`src/rtl/core/assert_macros.svh`:
```
// Assertion macros shared by the walk detector RTL.
`ifndef ASSERT_MACROS_SVH
`define ASSERT_MACROS_SVH

`ifndef NO_ASSERTIONS

// Same-cycle implication.
`define ASSERT_IMP(name, clk, rst_n, ante, cons) \
    name: assert property (@(posedge clk) disable iff (!rst_n) (ante) |-> (cons)) \
        else $error("assertion failed");

// Next-cycle implication.
`define ASSERT_NEXT(name, clk, rst_n, ante, cons) \
    name: assert property (@(posedge clk) disable iff (!rst_n) (ante) |=> (cons)) \
        else $error("assertion failed");

`else

`define ASSERT_IMP(name, clk, rst_n, ante, cons)
`define ASSERT_NEXT(name, clk, rst_n, ante, cons)

`endif

`endif

```
`src/rtl/core/ftwd_pkg.sv`:
```
// Types, constants and helpers shared by the walk detector RTL.
package ftwd_pkg;

    localparam int POS_W      = 32;
    localparam int JUMP_MAX   = 19660;
    localparam int RADIAL_MIN = 1966;
    localparam int IDLE_LIMIT = 450;
    localparam int IDLE_SAT   = 511;
    localparam int STRIDE_MIN = 16384;
    localparam int RETURN_MIN = 13107;
    localparam int PERCENT    = 100;

    localparam int MUL_W   = 33;
    localparam int SQRT_N  = 32;
    localparam int DIV_W   = 43;
    localparam int DEN_W   = 23;
    localparam int RES_W   = 66;
    localparam int CNT_W   = 6;

    localparam logic [1:0] CFG_MOVE_LIMIT = 2'd0;
    localparam logic [1:0] CFG_ALLOW_BACK = 2'd1;
    localparam logic [1:0] CFG_SMOOTH     = 2'd2;
    localparam logic [1:0] CFG_SPEED      = 2'd3;

    typedef enum logic [1:0] {
        OP_MUL  = 2'd0,
        OP_SQRT = 2'd1,
        OP_DIV  = 2'd2
    } t_su_op;

    typedef struct packed {
        logic           start;
        t_su_op         op;
        logic [63:0]    opa;
        logic [MUL_W-1:0] opb;
    } t_su_cmd;

    typedef struct packed {
        logic             busy;
        logic             done;
        logic [RES_W-1:0] result;
    } t_su_stat;

    typedef enum logic [1:0] {
        WALK_STILL = 2'd0,
        WALK_FWD   = 2'd1,
        WALK_BACK  = 2'd2
    } t_walk;

    typedef enum logic [1:0] {
        HS_STEP = 2'd0,
        HS_NOW  = 2'd1,
        HS_PREV = 2'd2
    } t_hsel;

    typedef enum logic [4:0] {
        ST_IDLE, ST_DIFF, ST_MAG, ST_SQA_GO, ST_SQA_WT, ST_SQB_GO, ST_SQB_WT,
        ST_RT_GO, ST_RT_WT, ST_JUMP, ST_PDIS, ST_RAD, ST_WALK, ST_STROKE,
        ST_STEP, ST_RET, ST_MUL_GO, ST_MUL_WT, ST_DIV_GO, ST_DIV_WT, ST_ADD,
        ST_DONE
    } t_state;

    function automatic logic signed [31:0] f_sat_s32(input logic signed [45:0] v);
        logic signed [45:0] hi;
        logic signed [45:0] lo;
        hi = 46'sd2147483647;
        lo = -46'sd2147483648;
        if (v > hi) return 32'sh7FFFFFFF;
        else if (v < lo) return 32'sh80000000;
        else return $signed(v[31:0]);
    endfunction

    function automatic logic [31:0] f_sat_u32(input logic [35:0] v);
        if (v[35:32] != 4'd0) return 32'hFFFFFFFF;
        else return v[31:0];
    endfunction

endpackage

```
`src/rtl/core/ftwd_serial_unit.sv`:
```
// Shared bit-serial multiply, square root and divide unit.
`include "assert_macros.svh"

module ftwd_serial_unit (
    input  logic               i_clk,
    input  logic               i_rst_n,
    input  ftwd_pkg::t_su_cmd  i_cmd,
    output ftwd_pkg::t_su_stat o_stat
);

    logic                          r_busy;
    logic                          r_done;
    ftwd_pkg::t_su_op              r_op;
    logic [ftwd_pkg::CNT_W-1:0]    r_cnt;
    logic [ftwd_pkg::RES_W-1:0]    r_acc;
    logic [ftwd_pkg::MUL_W-1:0]    r_mcand;
    logic [35:0]                   r_rem;
    logic [ftwd_pkg::DIV_W-1:0]    r_res;

    logic [33:0] w_msum;
    logic [35:0] w_rs;
    logic [35:0] w_trial;
    logic [23:0] w_rd;
    logic [23:0] w_dv;

    assign w_msum  = {1'b0, r_acc[65:33]} + (r_acc[0] ? {1'b0, r_mcand} : 34'd0);
    assign w_rs    = {r_rem[33:0], r_acc[63:62]};
    assign w_trial = {2'b00, r_res[31:0], 2'b01};
    assign w_rd    = {r_rem[22:0], r_acc[42]};
    assign w_dv    = {1'b0, r_mcand[22:0]};

    always_ff @(posedge i_clk) begin
        if (!i_rst_n) begin
            r_busy <= 1'b0;
            r_done <= 1'b0;
            r_op   <= ftwd_pkg::OP_MUL;
            r_cnt  <= '0;
        end else begin
            r_done <= 1'b0;
            if (!r_busy && i_cmd.start) begin
                r_busy <= 1'b1;
                r_op   <= i_cmd.op;
                r_rem  <= '0;
                r_res  <= '0;
                case (i_cmd.op)
                    ftwd_pkg::OP_MUL: begin
                        r_cnt   <= 6'(ftwd_pkg::MUL_W);
                        r_acc   <= {33'd0, i_cmd.opb};
                        r_mcand <= i_cmd.opa[32:0];
                    end
                    ftwd_pkg::OP_SQRT: begin
                        r_cnt   <= 6'(ftwd_pkg::SQRT_N);
                        r_acc   <= {2'b00, i_cmd.opa};
                        r_mcand <= '0;
                    end
                    default: begin
                        r_cnt   <= 6'(ftwd_pkg::DIV_W);
                        r_acc   <= {23'd0, i_cmd.opa[42:0]};
                        r_mcand <= {10'd0, i_cmd.opb[22:0]};
                    end
                endcase
            end else if (r_busy) begin
                case (r_op)
                    ftwd_pkg::OP_MUL: begin
                        r_acc <= {w_msum, r_acc[32:1]};
                    end
                    ftwd_pkg::OP_SQRT: begin
                        r_acc <= r_acc << 2;
                        if (w_rs >= w_trial) begin
                            r_rem <= w_rs - w_trial;
                            r_res <= {r_res[41:0], 1'b1};
                        end else begin
                            r_rem <= w_rs;
                            r_res <= {r_res[41:0], 1'b0};
                        end
                    end
                    default: begin
                        r_acc <= r_acc << 1;
                        if (w_rd >= w_dv) begin
                            r_rem <= 36'(w_rd - w_dv);
                            r_res <= {r_res[41:0], 1'b1};
                        end else begin
                            r_rem <= 36'(w_rd);
                            r_res <= {r_res[41:0], 1'b0};
                        end
                    end
                endcase
                r_cnt <= r_cnt - 6'd1;
                if (r_cnt == 6'd1) begin
                    r_busy <= 1'b0;
                    r_done <= 1'b1;
                end
            end
        end
    end

    assign o_stat.busy   = r_busy;
    assign o_stat.done   = r_done;
    assign o_stat.result = (r_op == ftwd_pkg::OP_MUL) ? r_acc : {23'd0, r_res};

    `ASSERT_IMP(a_done_excl, i_clk, i_rst_n, r_done, !r_busy)
    `ASSERT_NEXT(a_no_spont, i_clk, i_rst_n, (!r_busy && !i_cmd.start), !r_busy)
    `ASSERT_IMP(a_cnt_live, i_clk, i_rst_n, r_busy, r_cnt != 6'd0)

endmodule

```
`src/rtl/core/foot_tracker_walk_detector.sv`:
```
// Walk-in-place detector: sequencer, per-foot state and result register.
// Each sample transaction carries one foot position and a reference centre in signed
// Q16.16 metres; exactly one result transaction follows it, holding the play-area
// offset, the walk direction, the step count and the walked distance. Samples are
// handled one at a time. All arithmetic goes through one shared bit-serial unit
// (one product bit, one root bit or one quotient bit per cycle): each of the three
// distances takes two squarings and a root, and each of the two scaled offset
// updates (one per axis) a multiply and a divide. A sample whose jump exceeds
// 0.3 m ends after the first distance, a stroke that moves the offset runs all
// of these steps, and others the three distances only. The sample port is ready
// whenever no sample is in progress; a finished result waits in the output
// register while the next sample is taken.
// Configuration writes are always accepted and must only arrive while idle.
`include "assert_macros.svh"

module foot_tracker_walk_detector (
    input  logic         i_clk,
    input  logic         i_rst_n,
    // sample stream
    input  logic         i_s_tvalid,
    output logic         o_s_tready,
    input  logic [127:0] i_s_tdata,   // pos_x, pos_z, centre_x, centre_z
    input  logic         i_s_tuser,   // foot_id
    // result stream
    output logic         o_m_tvalid,
    input  logic         i_m_tready,
    output logic [127:0] o_m_tdata,   // offset_x_out, offset_z_out, offset_moved,
                                      // walk_dir, step_total, distance_total, zero pad
    // configuration writes
    input  logic         i_cfg_valid,
    output logic         o_cfg_ready,
    input  logic [1:0]   i_cfg_addr,
    input  logic [16:0]  i_cfg_data
);

    // configuration
    logic [16:0] r_cfg_limit;
    logic        r_cfg_back;
    logic        r_cfg_smooth;
    logic [9:0]  r_cfg_speed;

    // sequencer
    ftwd_pkg::t_state n_state;
    ftwd_pkg::t_state r_state;
    ftwd_pkg::t_hsel  r_hsel;
    logic             r_axis;

    // sample under way
    logic               r_foot;
    logic signed [31:0] r_px, r_pz, r_cx, r_cz;

    // working registers
    logic signed [32:0] r_vx, r_vz, r_dx, r_dz;
    logic [30:0]        r_a, r_b;
    logic [1:0]         r_sh;
    logic [62:0]        r_sum;
    logic [33:0]        r_cha, r_hnow, r_hprev;
    logic signed [34:0] r_pdis;
    logic               r_moved;
    logic               r_neg;
    logic [42:0]        r_prod;
    logic signed [43:0] r_mval;
    logic               r_moved_out;

    // per-foot state
    logic signed [31:0] r_prev_x [2];
    logic signed [31:0] r_prev_z [2];
    logic [31:0]        r_jump   [2];
    logic signed [31:0] r_radial [2];
    logic [8:0]         r_idle   [2];
    ftwd_pkg::t_walk    r_fdir   [2];
    logic signed [31:0] r_sumx   [2];
    logic signed [31:0] r_sumz   [2];
    logic [15:0]        r_count  [2];
    logic               r_armed  [2];
    logic signed [31:0] r_stride [2];
    logic [31:0]        r_ret    [2];
    logic               r_adv    [2];

    // shared state
    ftwd_pkg::t_walk    r_walk;
    logic [23:0]        r_step;
    logic [31:0]        r_dist;
    logic signed [31:0] r_offx, r_offz;

    // result register
    logic               r_mvalid;
    logic signed [31:0] r_m_offx, r_m_offz;
    logic               r_m_moved;
    ftwd_pkg::t_walk    r_m_walk;
    logic [23:0]        r_m_step;
    logic [31:0]        r_m_dist;

    ftwd_pkg::t_su_cmd  su_cmd;
    ftwd_pkg::t_su_stat w_stat;

    ftwd_serial_unit u_su (
        .i_clk   (i_clk),
        .i_rst_n (i_rst_n),
        .i_cmd   (su_cmd),
        .o_stat  (w_stat)
    );

    logic               w_f, w_o;
    logic signed [32:0] w_ax, w_bx, w_az, w_bz, w_vx, w_vz;
    logic [32:0]        w_ma, w_mb, w_or, w_sra, w_srb;
    logic [1:0]         w_sh;
    logic [33:0]        w_root;
    logic signed [31:0] w_rad;
    logic               w_go;
    logic [8:0]         w_idle_nx;
    ftwd_pkg::t_walk    w_walk_nx;
    logic               w_fwd, w_block, w_stride_big;
    logic signed [32:0] w_num;
    logic [32:0]        w_num_mag;
    logic [22:0]        w_cnt_ext, w_den;
    logic [42:0]        w_q;

    assign w_f = r_foot;
    assign w_o = ~r_foot;

    // operand selection for the three distances
    always_comb begin
        case (r_hsel)
            ftwd_pkg::HS_NOW: begin
                w_ax = 33'(r_px);
                w_bx = 33'(r_cx);
                w_az = 33'(r_pz);
                w_bz = 33'(r_cz);
            end
            ftwd_pkg::HS_PREV: begin
                w_ax = 33'(r_prev_x[w_f]);
                w_bx = 33'(r_cx);
                w_az = 33'(r_prev_z[w_f]);
                w_bz = 33'(r_cz);
            end
            default: begin
                w_ax = 33'(r_px);
                w_bx = 33'(r_prev_x[w_f]);
                w_az = 33'(r_pz);
                w_bz = 33'(r_prev_z[w_f]);
            end
        endcase
    end

    assign w_vx  = w_ax - w_bx;
    assign w_vz  = w_az - w_bz;
    assign w_ma  = r_vx[32] ? 33'(-r_vx) : 33'(r_vx);
    assign w_mb  = r_vz[32] ? 33'(-r_vz) : 33'(r_vz);
    assign w_or  = w_ma | w_mb;
    // halve both until each magnitude fits in 31 bits
    assign w_sh  = w_or[32] ? 2'd2 : (w_or[31] ? 2'd1 : 2'd0);
    assign w_sra = w_ma >> w_sh;
    assign w_srb = w_mb >> w_sh;
    assign w_root = {2'b00, w_stat.result[31:0]} << r_sh;

    // radial swing and idle decision
    assign w_rad = r_radial[w_f];
    assign w_go  = ((w_rad > ftwd_pkg::RADIAL_MIN) || (w_rad < -ftwd_pkg::RADIAL_MIN))
                   && r_moved;
    assign w_idle_nx = (r_idle[w_f] < 9'(ftwd_pkg::IDLE_SAT)) ? r_idle[w_f] + 9'd1
                                                              : r_idle[w_f];
    always_comb begin
        w_walk_nx = r_walk;
        if (w_go) begin
            if (r_walk == ftwd_pkg::WALK_STILL) begin
                w_walk_nx = (r_cfg_back && (r_pdis < 0)) ? ftwd_pkg::WALK_BACK
                                                         : ftwd_pkg::WALK_FWD;
            end
        end else if ((w_idle_nx > 9'(ftwd_pkg::IDLE_LIMIT))
                     && (r_walk != ftwd_pkg::WALK_STILL)
                     && (r_fdir[w_o] == ftwd_pkg::WALK_STILL)) begin
            w_walk_nx = ftwd_pkg::WALK_STILL;
        end
    end

    // stroke classification: a stroke along the walk direction advances
    assign w_fwd   = (r_pdis < 0) == (r_walk == ftwd_pkg::WALK_FWD);
    assign w_block = (r_cha < {2'b00, r_jump[w_o]}) && r_adv[w_o];
    assign w_stride_big = (r_stride[w_f] > ftwd_pkg::STRIDE_MIN)
                          || (r_stride[w_f] < -ftwd_pkg::STRIDE_MIN);

    // offset step operands
    always_comb begin
        if (r_cfg_smooth) begin
            w_num = r_axis ? 33'(r_sumz[w_f]) : 33'(r_sumx[w_f]);
        end else begin
            w_num = r_axis ? r_dz : r_dx;
        end
    end
    assign w_num_mag = w_num[32] ? 33'(-w_num) : 33'(w_num);
    assign w_cnt_ext = 23'(r_count[w_f]);
    assign w_den = r_cfg_smooth ? (w_cnt_ext << 6) + (w_cnt_ext << 5) + (w_cnt_ext << 2)
                                : 23'(ftwd_pkg::PERCENT);
    assign w_q = w_stat.result[42:0];

    // next state
    always_comb begin
        n_state = r_state;
        case (r_state)
            ftwd_pkg::ST_IDLE:   if (i_s_tvalid) n_state = ftwd_pkg::ST_DIFF;
            ftwd_pkg::ST_DIFF:   n_state = ftwd_pkg::ST_MAG;
            ftwd_pkg::ST_MAG:    n_state = ftwd_pkg::ST_SQA_GO;
            ftwd_pkg::ST_SQA_GO: n_state = ftwd_pkg::ST_SQA_WT;
            ftwd_pkg::ST_SQA_WT: if (w_stat.done) n_state = ftwd_pkg::ST_SQB_GO;
            ftwd_pkg::ST_SQB_GO: n_state = ftwd_pkg::ST_SQB_WT;
            ftwd_pkg::ST_SQB_WT: if (w_stat.done) n_state = ftwd_pkg::ST_RT_GO;
            ftwd_pkg::ST_RT_GO:  n_state = ftwd_pkg::ST_RT_WT;
            ftwd_pkg::ST_RT_WT: begin
                if (w_stat.done) begin
                    case (r_hsel)
                        ftwd_pkg::HS_STEP: n_state = ftwd_pkg::ST_JUMP;
                        ftwd_pkg::HS_NOW:  n_state = ftwd_pkg::ST_DIFF;
                        default:           n_state = ftwd_pkg::ST_PDIS;
                    endcase
                end
            end
            ftwd_pkg::ST_JUMP: begin
                n_state = (r_cha > 34'(ftwd_pkg::JUMP_MAX)) ? ftwd_pkg::ST_DONE
                                                            : ftwd_pkg::ST_DIFF;
            end
            ftwd_pkg::ST_PDIS: n_state = ftwd_pkg::ST_RAD;
            ftwd_pkg::ST_RAD:  n_state = ftwd_pkg::ST_WALK;
            ftwd_pkg::ST_WALK: begin
                n_state = ((w_walk_nx == ftwd_pkg::WALK_STILL) || !r_moved)
                          ? ftwd_pkg::ST_DONE : ftwd_pkg::ST_STROKE;
            end
            ftwd_pkg::ST_STROKE: begin
                if (!w_fwd) n_state = ftwd_pkg::ST_RET;
                else if (w_block) n_state = ftwd_pkg::ST_DONE;
                else n_state = ftwd_pkg::ST_STEP;
            end
            ftwd_pkg::ST_STEP:   n_state = ftwd_pkg::ST_MUL_GO;
            ftwd_pkg::ST_RET:    n_state = ftwd_pkg::ST_DONE;
            ftwd_pkg::ST_MUL_GO: n_state = ftwd_pkg::ST_MUL_WT;
            ftwd_pkg::ST_MUL_WT: if (w_stat.done) n_state = ftwd_pkg::ST_DIV_GO;
            ftwd_pkg::ST_DIV_GO: n_state = ftwd_pkg::ST_DIV_WT;
            ftwd_pkg::ST_DIV_WT: if (w_stat.done) n_state = ftwd_pkg::ST_ADD;
            ftwd_pkg::ST_ADD: begin
                n_state = r_axis ? ftwd_pkg::ST_DONE : ftwd_pkg::ST_MUL_GO;
            end
            ftwd_pkg::ST_DONE: begin
                if (!r_mvalid || i_m_tready) n_state = ftwd_pkg::ST_IDLE;
            end
            default: n_state = ftwd_pkg::ST_IDLE;
        endcase
    end

    // sequencer outputs: port ready and serial unit commands
    always_comb begin
        o_s_tready   = (r_state == ftwd_pkg::ST_IDLE);
        su_cmd.start = 1'b0;
        su_cmd.op    = ftwd_pkg::OP_MUL;
        su_cmd.opa   = '0;
        su_cmd.opb   = '0;
        case (r_state)
            ftwd_pkg::ST_SQA_GO: begin
                su_cmd.start = 1'b1;
                su_cmd.opa   = 64'(r_a);
                su_cmd.opb   = 33'(r_a);
            end
            ftwd_pkg::ST_SQB_GO: begin
                su_cmd.start = 1'b1;
                su_cmd.opa   = 64'(r_b);
                su_cmd.opb   = 33'(r_b);
            end
            ftwd_pkg::ST_RT_GO: begin
                su_cmd.start = 1'b1;
                su_cmd.op    = ftwd_pkg::OP_SQRT;
                su_cmd.opa   = {1'b0, r_sum};
            end
            ftwd_pkg::ST_MUL_GO: begin
                su_cmd.start = 1'b1;
                su_cmd.opa   = 64'(w_num_mag);
                su_cmd.opb   = 33'(r_cfg_speed);
            end
            ftwd_pkg::ST_DIV_GO: begin
                su_cmd.start = 1'b1;
                su_cmd.op    = ftwd_pkg::OP_DIV;
                su_cmd.opa   = 64'(r_prod);
                su_cmd.opb   = 33'(w_den);
            end
            default: begin
                su_cmd.start = 1'b0;
            end
        endcase
    end

    // configuration register file
    assign o_cfg_ready = 1'b1;

    always_ff @(posedge i_clk) begin
        if (!i_rst_n) begin
            r_cfg_limit  <= 17'd655;
            r_cfg_back   <= 1'b0;
            r_cfg_smooth <= 1'b0;
            r_cfg_speed  <= 10'd100;
        end else if (i_cfg_valid) begin
            case (i_cfg_addr)
                ftwd_pkg::CFG_MOVE_LIMIT: r_cfg_limit  <= i_cfg_data;
                ftwd_pkg::CFG_ALLOW_BACK: r_cfg_back   <= i_cfg_data[0];
                ftwd_pkg::CFG_SMOOTH:     r_cfg_smooth <= i_cfg_data[0];
                ftwd_pkg::CFG_SPEED:      r_cfg_speed  <= i_cfg_data[9:0];
                default:                  r_cfg_speed  <= r_cfg_speed;
            endcase
        end
    end

    // datapath and tracking state
    always_ff @(posedge i_clk) begin
        if (!i_rst_n) begin
            r_state     <= ftwd_pkg::ST_IDLE;
            r_hsel      <= ftwd_pkg::HS_STEP;
            r_axis      <= 1'b0;
            r_moved_out <= 1'b0;
            r_mvalid    <= 1'b0;
            r_walk      <= ftwd_pkg::WALK_STILL;
            r_step      <= '0;
            r_dist      <= '0;
            r_offx      <= '0;
            r_offz      <= '0;
            for (int i = 0; i < 2; i++) begin
                r_prev_x[i] <= '0;
                r_prev_z[i] <= '0;
                r_jump[i]   <= '0;
                r_radial[i] <= '0;
                r_idle[i]   <= '0;
                r_fdir[i]   <= ftwd_pkg::WALK_STILL;
                r_sumx[i]   <= '0;
                r_sumz[i]   <= '0;
                r_count[i]  <= '0;
                r_armed[i]  <= 1'b1;
                r_stride[i] <= '0;
                r_ret[i]    <= '0;
                r_adv[i]    <= 1'b0;
            end
        end else begin
            r_state <= n_state;
            // drop the held result once taken, unless a new one replaces it
            if (r_mvalid && i_m_tready && (r_state != ftwd_pkg::ST_DONE)) r_mvalid <= 1'b0;
            case (r_state)
                ftwd_pkg::ST_IDLE: begin
                    if (i_s_tvalid) begin
                        r_foot      <= i_s_tuser;
                        r_px        <= $signed(i_s_tdata[31:0]);
                        r_pz        <= $signed(i_s_tdata[63:32]);
                        r_cx        <= $signed(i_s_tdata[95:64]);
                        r_cz        <= $signed(i_s_tdata[127:96]);
                        r_hsel      <= ftwd_pkg::HS_STEP;
                        r_axis      <= 1'b0;
                        r_moved_out <= 1'b0;
                    end
                end
                ftwd_pkg::ST_DIFF: begin
                    r_vx <= w_vx;
                    r_vz <= w_vz;
                    if (r_hsel == ftwd_pkg::HS_STEP) begin
                        r_dx <= w_vx;
                        r_dz <= w_vz;
                    end
                end
                ftwd_pkg::ST_MAG: begin
                    r_a  <= w_sra[30:0];
                    r_b  <= w_srb[30:0];
                    r_sh <= w_sh;
                end
                ftwd_pkg::ST_SQA_WT: if (w_stat.done) r_sum <= 63'(w_stat.result[61:0]);
                ftwd_pkg::ST_SQB_WT: begin
                    if (w_stat.done) r_sum <= r_sum + 63'(w_stat.result[61:0]);
                end
                ftwd_pkg::ST_RT_WT: begin
                    if (w_stat.done) begin
                        case (r_hsel)
                            ftwd_pkg::HS_STEP: r_cha <= w_root;
                            ftwd_pkg::HS_NOW: begin
                                r_hnow <= w_root;
                                r_hsel <= ftwd_pkg::HS_PREV;
                            end
                            default: r_hprev <= w_root;
                        endcase
                    end
                end
                ftwd_pkg::ST_JUMP: begin
                    r_adv[w_f]  <= 1'b0;
                    r_jump[w_f] <= ftwd_pkg::f_sat_u32(36'(r_cha));
                    r_hsel      <= ftwd_pkg::HS_NOW;
                end
                ftwd_pkg::ST_PDIS: begin
                    r_pdis <= $signed({1'b0, r_hnow}) - $signed({1'b0, r_hprev});
                end
                ftwd_pkg::ST_RAD: begin
                    r_radial[w_f] <= ftwd_pkg::f_sat_s32(46'(r_radial[w_f]) + 46'(r_pdis));
                    r_moved       <= r_cha > 34'({r_cfg_limit, 1'b0});
                end
                ftwd_pkg::ST_WALK: begin
                    r_walk <= w_walk_nx;
                    if (w_go) begin
                        r_radial[w_f] <= '0;
                        r_idle[w_f]   <= '0;
                    end else begin
                        r_idle[w_f] <= w_idle_nx;
                        if (w_idle_nx > 9'(ftwd_pkg::IDLE_LIMIT)) begin
                            r_fdir[w_f] <= ftwd_pkg::WALK_STILL;
                        end
                    end
                end
                ftwd_pkg::ST_STROKE: begin
                    r_fdir[w_f] <= r_walk;
                    if (w_fwd) begin
                        r_ret[w_f] <= '0;
                        if (!w_block) begin
                            if (r_armed[w_f]) begin
                                r_stride[w_f] <= ftwd_pkg::f_sat_s32(
                                    46'(r_stride[w_f]) + 46'(r_pdis));
                            end
                            r_dist     <= ftwd_pkg::f_sat_u32(36'(r_dist) + 36'(r_cha));
                            r_adv[w_f] <= 1'b1;
                            r_sumx[w_f] <= ftwd_pkg::f_sat_s32(46'(r_sumx[w_f]) + 46'(r_dx));
                            r_sumz[w_f] <= ftwd_pkg::f_sat_s32(46'(r_sumz[w_f]) + 46'(r_dz));
                            if (r_count[w_f] != 16'hFFFF) r_count[w_f] <= r_count[w_f] + 16'd1;
                        end
                    end else begin
                        r_ret[w_f] <= ftwd_pkg::f_sat_u32(36'(r_ret[w_f]) + 36'(r_cha));
                    end
                end
                ftwd_pkg::ST_STEP: begin
                    if (r_armed[w_f] && w_stride_big) begin
                        r_armed[w_f] <= 1'b0;
                        if (r_step != 24'hFFFFFF) r_step <= r_step + 24'd1;
                    end
                end
                ftwd_pkg::ST_RET: begin
                    // return stroke long enough: re-arm and restart the stroke mean
                    if (r_ret[w_f] > 32'(ftwd_pkg::RETURN_MIN)) begin
                        if (!r_armed[w_f]) begin
                            r_armed[w_f]  <= 1'b1;
                            r_stride[w_f] <= '0;
                        end
                        r_count[w_f] <= '0;
                        r_sumx[w_f]  <= '0;
                        r_sumz[w_f]  <= '0;
                    end
                end
                ftwd_pkg::ST_MUL_GO: r_neg <= w_num[32];
                ftwd_pkg::ST_MUL_WT: if (w_stat.done) r_prod <= w_stat.result[42:0];
                ftwd_pkg::ST_DIV_WT: begin
                    if (w_stat.done) begin
                        r_mval <= r_neg ? -$signed({1'b0, w_q}) : $signed({1'b0, w_q});
                    end
                end
                ftwd_pkg::ST_ADD: begin
                    if (r_axis) begin
                        r_offz      <= ftwd_pkg::f_sat_s32(46'(r_offz) + 46'(r_mval));
                        r_moved_out <= 1'b1;
                    end else begin
                        r_offx <= ftwd_pkg::f_sat_s32(46'(r_offx) + 46'(r_mval));
                        r_axis <= 1'b1;
                    end
                end
                ftwd_pkg::ST_DONE: begin
                    r_prev_x[w_f] <= r_px;
                    r_prev_z[w_f] <= r_pz;
                    if (!r_mvalid || i_m_tready) begin
                        r_mvalid  <= 1'b1;
                        r_m_offx  <= r_offx;
                        r_m_offz  <= r_offz;
                        r_m_moved <= r_moved_out;
                        r_m_walk  <= r_walk;
                        r_m_step  <= r_step;
                        r_m_dist  <= r_dist;
                    end
                end
                default: begin
                    r_axis <= r_axis;
                end
            endcase
        end
    end

    assign o_m_tvalid = r_mvalid;
    assign o_m_tdata  = {5'd0, r_m_dist, r_m_step, r_m_walk, r_m_moved, r_m_offz, r_m_offx};

    `ASSERT_IMP(a_done_in_wait, i_clk, i_rst_n, w_stat.done, (r_state == ftwd_pkg::ST_SQA_WT || r_state == ftwd_pkg::ST_SQB_WT || r_state == ftwd_pkg::ST_RT_WT || r_state == ftwd_pkg::ST_MUL_WT || r_state == ftwd_pkg::ST_DIV_WT))
    `ASSERT_IMP(a_start_free, i_clk, i_rst_n, su_cmd.start, !w_stat.busy)
    `ASSERT_IMP(a_moved_walks, i_clk, i_rst_n, (r_mvalid && r_m_moved), (r_m_walk != ftwd_pkg::WALK_STILL))

endmodule

```
`config.mk`:
```
export PLATFORM = sky130hd
export DESIGN_NAME = foot_tracker_walk_detector
export DESIGN_NICKNAME = d
export VERILOG_FILES = /design/src/rtl/core/ftwd_pkg.sv /design/src/rtl/core/ftwd_serial_unit.sv /design/src/rtl/core/foot_tracker_walk_detector.sv
export VERILOG_INCLUDE_DIRS = /design/src /design/src/rtl/core
export SDC_FILE = /design/constraint.sdc
export NUM_CORES = 2
export LEC_CHECK = 0
export BUFFER_PORTS_ARGS = -buffer_cell sky130_fd_sc_hd__clkbuf_2
export CAP_MARGIN = 10
export CORE_MARGIN = 2
export CORE_UTILIZATION = 40
export CTS_CLUSTER_SIZE = 16
export DETAILED_ROUTE_END_ITERATION = 12
export PLACE_DENSITY = 0.55
export SETUP_SLACK_MARGIN = 0.02
export SYNTH_ARGS = -nofsm -noshare
export SYNTH_HDL_FRONTEND = slang
export SYNTH_HIERARCHICAL = 1
export SYNTH_SLANG_ARGS = --single-unit
```
`constraint.sdc`:
```
create_clock -name i_clk -period 13.1 [get_ports i_clk]
set_clock_uncertainty 0.1 [all_clocks]
set_input_delay 1.31 -clock i_clk [delete_from_list [all_inputs] [get_ports i_clk]]
set_output_delay 1.31 -clock i_clk [all_outputs]
set_load 0.005 [all_outputs]
```
Yosys cells after proc, flatten, opt, wreduce, memory -nomap -nowiden
Memory sizes are Yosys's and may differ from the RTL's. A register that Yosys moved wholly into a read port is not among the register bits.
Cells that the tools add are included.
- bits in registers: 1084
- bits in writable memories: 570
- output and inout bits: 131
- memories kept: 13
- add/sub/neg operators: 25
- $lt $le $gt $ge: 25
- eq/ne operators: 44
- shift-type cells: 3
- mux-type cells: 231
- bitwise gates (word level): 17
- reduce and logical (&&, ||, !) cells: 78
- memory list (name ; depth ; width ; read ports ; clocked after Yosys merged registers in ; wr ports ; RTL line ; RTL):
    r_jump ; 2 ; 32 ; 1 ; 0 ; 2 ; foot_tracker_walk_detector.sv:68 ; logic [31:0] r_jump [2];
    r_prev_x ; 2 ; 32 ; 1 ; 1 ; 2 ; foot_tracker_walk_detector.sv:66 ; logic signed [31:0] r_prev_x [2];
    r_prev_z ; 2 ; 32 ; 1 ; 1 ; 2 ; foot_tracker_walk_detector.sv:67 ; logic signed [31:0] r_prev_z [2];
    r_radial ; 2 ; 32 ; 1 ; 1 ; 2 ; foot_tracker_walk_detector.sv:69 ; logic signed [31:0] r_radial [2];
    r_ret ; 2 ; 32 ; 1 ; 1 ; 2 ; foot_tracker_walk_detector.sv:77 ; logic [31:0] r_ret [2];
    r_stride ; 2 ; 32 ; 1 ; 1 ; 2 ; foot_tracker_walk_detector.sv:76 ; logic signed [31:0] r_stride [2];
    +7 memories ; - ; - ; - ; - ; - ; - ;
- operators by type and width (kind ; count):
    2-to-1 mux 32 bit ; 48
    2-to-1 mux 33 bit ; 11
    case mux 63 bit (5 select lines) ; 1
    OR reduction 32 bit ; 8
    case mux 63 bit (2 select lines) ; 2
    2-to-1 mux 66 bit ; 2
    case mux 66 bit (2 select lines) ; 1
    2-to-1 mux 63 bit ; 2
    case mux 31 bit (4 select lines) ; 1
    2-to-1 mux 1 bit ; 117
    case mux 5 bit (22 select lines) ; 1
    2-to-1 mux 34 bit ; 3
    negation 33 bit ; 3
    adder 32 x 44 -> 45 bit ; 2
    > comparator 45 x 32 -> 1 bit (second input constant) ; 2
    less-than comparator 45 x 32 -> 1 bit (second input constant) ; 2
    2-to-1 mux 43 bit ; 2
    case mux 43 bit (2 select lines) ; 1
    adder 32 x 35 -> 36 bit ; 2
    > comparator 36 x 32 -> 1 bit (second input constant) ; 2
    less-than comparator 36 x 32 -> 1 bit (second input constant) ; 2
    adder 32 x 34 -> 35 bit ; 2
    adder 32 x 33 -> 34 bit ; 2
    > comparator 34 x 32 -> 1 bit (second input constant) ; 2
    78 further kinds ; 202

Longest topological paths before layout
An unclocked memory read counts as a cell.
- depth after elaboration: 12
- depth in mapped cells: 30
- mapped depth without buffers: 20

Modules after synthesis
Netlist, hierarchy kept.
- modules (own cells, without submodules) (module ; times used ; cells each ; area an instance (um^2)):
    foot_tracker_walk_detector ; 1 ; 8241 ; 87058.5
    ftwd_serial_unit ; 1 ; 1667 ; 14898.0

Worst setup path before layout
Ideal clock, no wire load.
- kind: input to register
- start: input port i_rst_n
- end: register r_dx[0] (enable)
- library setup time: 431 ps
- arrival: 9792 ps
- required time: 12569 ps
- slack: 2778 ps
- cell stages on the path: 3
- path through: nand2b_1 -> nor4_1 -> and2_1
- cells in the longest elaborated chain, start to end: 1
- RTL lines (element ; RTL line ; RTL):
    from (decl) ; foot_tracker_walk_detector.sv:18 ; input logic i_rst_n,
    AND reduction 3 bit (no line) ; - ;
    to (signal assigned) ; foot_tracker_walk_detector.sv:358 ; r_dx <= w_vx;
    to (decl) ; foot_tracker_walk_detector.sv:53 ; logic signed [32:0] r_vx, r_vz, r_dx, r_dz;
No other way between the ends.
A chain may end at the register's enable or synchronous reset.

==> impl_metrics.env <==
export IMPL_outcome="finished clean"
export IMPL_crit_fanout=65
export IMPL_clock_insertion_delay_worst_skew_ps=900
export IMPL_final_cell_mix="1481 x edfxtp_1, 872 x nand2_1, 845 x a21oi_1, 797 x o21ai_0, 727 x nor2_1"
export IMPL_grt_use_total_pct=23.5
export IMPL_post_drt_wl_per_cell_um=22.9
export IMPL_met2_length_mm=140
export IMPL_r2r_end="r_stride[0][11]"
export IMPL_timing_reg2reg_worst_path_depth=19
export IMPL_postLayoutCoreUtil_pct=44.8
export IMPL_numCtsBuffers=189
export IMPL_crit_buf_inv=3
export IMPL_cts_tree="yes"
export IMPL_gp_congestion=0.934
export IMPL_top_layer_used="met5"
export IMPL_syn_area_per_cell_um2=10.3
export IMPL_max_clock_path_buffers=3
export IMPL_family_of_cells_with_the_greatest_summed_delay_on_the_critical_path="compound AO/OA/AOI/OAI gates"
export IMPL_max_freq_mhz=139
export IMPL_cts_root_buffer_cell="clkbuf_16"
export IMPL_critPathKind="flip-flop to flip-flop"
export IMPL_critical_path_max_stage_delay_ps=780
export IMPL_drt_iter0_drc=6732
export IMPL_cts_sink_count=1655
export IMPL_maxSlewViolCount=0
export IMPL_drv_cap=0
export IMPL_globalRoute_totalOverflow=0
export IMPL_rsz0062_at_grt="no"
export IMPL_clock_tree_htree_level_count=4
export IMPL_synth_warning_count=6
export IMPL_finalSetupViolCount=0
export IMPL_drtPass1Iterations=6
export IMPL_timing_critical_path_required_ps=13670
export IMPL_grt_pass1_vias=74900
export IMPL_swShare_pct=29.7
export IMPL_first_pass_grt_wire_length_mm=467
export IMPL_die_area_um2=259000
export IMPL_synthesis_area_um2=102000
export IMPL_combPwrFrac_pct=19.4
export IMPL_timing_slew_headroom_pct=16.6
export IMPL_clk_transition_reported_paths_ps=60
export IMPL_final_nets=10900
export IMPL_p_per_area_nw_per_um2=129
export IMPL_critical_path_cell_chain="buf_4 -> buf_4 -> mux2_2 -> ha_1 -> inv_1 -> fa_1 -> nand2b_1 -> a21oi_1 -> o21ai_1 -> o21ai_2 -> a311o_1 -> a221o_1 -> o211ai_1 -> a21oi_1 -> mux2i_1 -> a2111oi_0 -> nor2_1 -> or3_1 -> o21ai_0"
export IMPL_ant_nets=0
export IMPL_reg2reg_setup_slack_ps=5910
export IMPL_met3RoutedLength_mm=18.1
export IMPL_wirelength_met1_mm=137
export IMPL_min_period_ps=7190
export IMPL_worstSetupPathDepth=19
export IMPL_power_share_clock_pct=37.8
export IMPL_int_power_mw=10.3
export IMPL_switchingPower_mw=4.37
export IMPL_core_area_um2=254000
export IMPL_layout_cells_most_common="edfxtp_1"
export IMPL_p_leak_nw=45.2
export IMPL_die_x_um=509
export IMPL_layout_setup_ws_ps=5910
export IMPL_timing_critical_path_arrival_ps=7760
export IMPL_hp_start="r_moved_out"
export IMPL_cp_slowest_cell="or3_1"
export IMPL_drt_wl_total_mm=311
export IMPL_crit_path_end_kind="flip-flop"
export IMPL_peakVddDrop_v=0.000139
export IMPL_layout_overhead_on_the_synthesized_area_pct=11.5
export IMPL_hold_buffers=0
export IMPL_p_seq_share_pct=42.8
export IMPL_post_place_ws_ps=6010
export IMPL_place_detailed_instances=13200
export IMPL_postCtsSetupBuffers=0
export IMPL_hold_path_class="flip-flop to flip-flop"
export IMPL_port_buf_inserts=277
export IMPL_final_min_period_over_clock_period_pct=54.9
export IMPL_grt_max_degree=140
export IMPL_count_of_final_hold_check_violations=0
export IMPL_fin_cells=13600
export IMPL_cts_repair_resize_count=0
export IMPL_share_of_cells_above_drive_strength_1_pct=10.8
export IMPL_layout_filler_cells=24000
export IMPL_start_kind="flip-flop"
export IMPL_postSynthCellCount=9903
export IMPL_number_of_antenna_violations_at_the_first_check_in_global_routing=14
export IMPL_drcViolationCount=0
export IMPL_worst_slew_pin_slew_ps=1250
export IMPL_io_pins=284
export IMPL_hpwl_mm=229
export IMPL_starting_density_of_the_core_pct=40.2
export IMPL_setup_total_negative_slack_ps=0
export IMPL_via_count=77600
export IMPL_die_height_um=509
export IMPL_floorplan_rows=185
export IMPL_critical_path_endpoint="r_stride[0][11]"
export IMPL_detail_route_vias_per_cell=5.71
## power by group through the flow
stage	combinational (mW)	clock [mW]	sequential, mW
3_5_place_dp	2.81	0	6.40
4_1_cts	2.83	5.66	6.29
5_1_grt	3.13	5.86	6.31
6_report	2.85	5.55	6.29
2_1_floorplan	2.03	0	6.31
3_3_place_gp	2.77	0	6.40
## final cells by class
class / instances / area [µm²] / area share (%)
multi-input combinational: 7467 / 51200 / 45.0
sequential: 1655 / 48000 / 42.2
tap: 3366 / 4210 / 3.71
clock buffer: 231 / 4990 / 4.39
timing repair buffer: 419 / 2490 / 2.19
clock inverter: 126 / 1540 / 1.35
inverter: 327 / 1230 / 1.08
antenna: 6 / 15.0 / 0.0132
## worst min-delay path by stage
stage / endpoint / slack [ps] / cells after the start
after floorplan: r_m_moved / 310 / 0
after global placement: r_m_moved / 310 / 0
after detailed placement: r_m_moved / 320 / 0
after CTS: r_m_dist[7] / 330 / 0
after global routing: r_m_moved / 350 / 0
final: r_m_moved / 330 / 0
## state kept, by name, summed over array words and instances, names as in the netlist, 33 cells and up, named ones only
signal        flops
r_vz             33
r_sumz           64
r_hnow           34
r_dz             33
r_stride         64
r_pdis           35
u_su/r_rem       34
r_sumx           64
r_cha            34
r_prev_x         64
r_dx             33
r_mval           44
u_su/r_mcand     33
u_su/r_acc       66
r_sum            63
r_hprev          34
r_radial         64
u_su/r_res       43
r_prod           43
r_vx             33
r_prev_z         64
r_jump           64
r_ret            64
## per-stage QoR
stage | total power [mW] | hold slack, ps | cell area (µm²)
6_report | 14.7 | 334 | 114000
3_5_place_dp | 9.21 | 322 | 107000
5_1_grt | 15.3 | 347 | 114000
4_1_cts | 14.8 | 334 | 114000
2_1_floorplan | 8.34 | 309 | 102000
3_3_place_gp | 9.17 | 314 | 107000
## worst reg2reg max path, cell delays in order (launching register included)
cell and delay (ps):
dfxtp_4 670, buf_4 570, buf_4 780, mux2_2 450, ha_1 190, inv_1 70, fa_1 180, nand2b_1 160
a21oi_1 110, o21ai_1 300, o21ai_2 160, a311o_1 410, a221o_1 430, o211ai_1 290, a21oi_1 170, mux2i_1 160
a2111oi_0 470, nor2_1 190, or3_1 780, o21ai_0 370
## metal layers
layer	vias to the layer above	GRT usage, %
li1	37000	-
met1	37600	31.9
met2	2478	37.1
met3	540	3.04
met4	2	10.8
met5	-	0
Note: power is estimated with default switching activity, not from simulation.
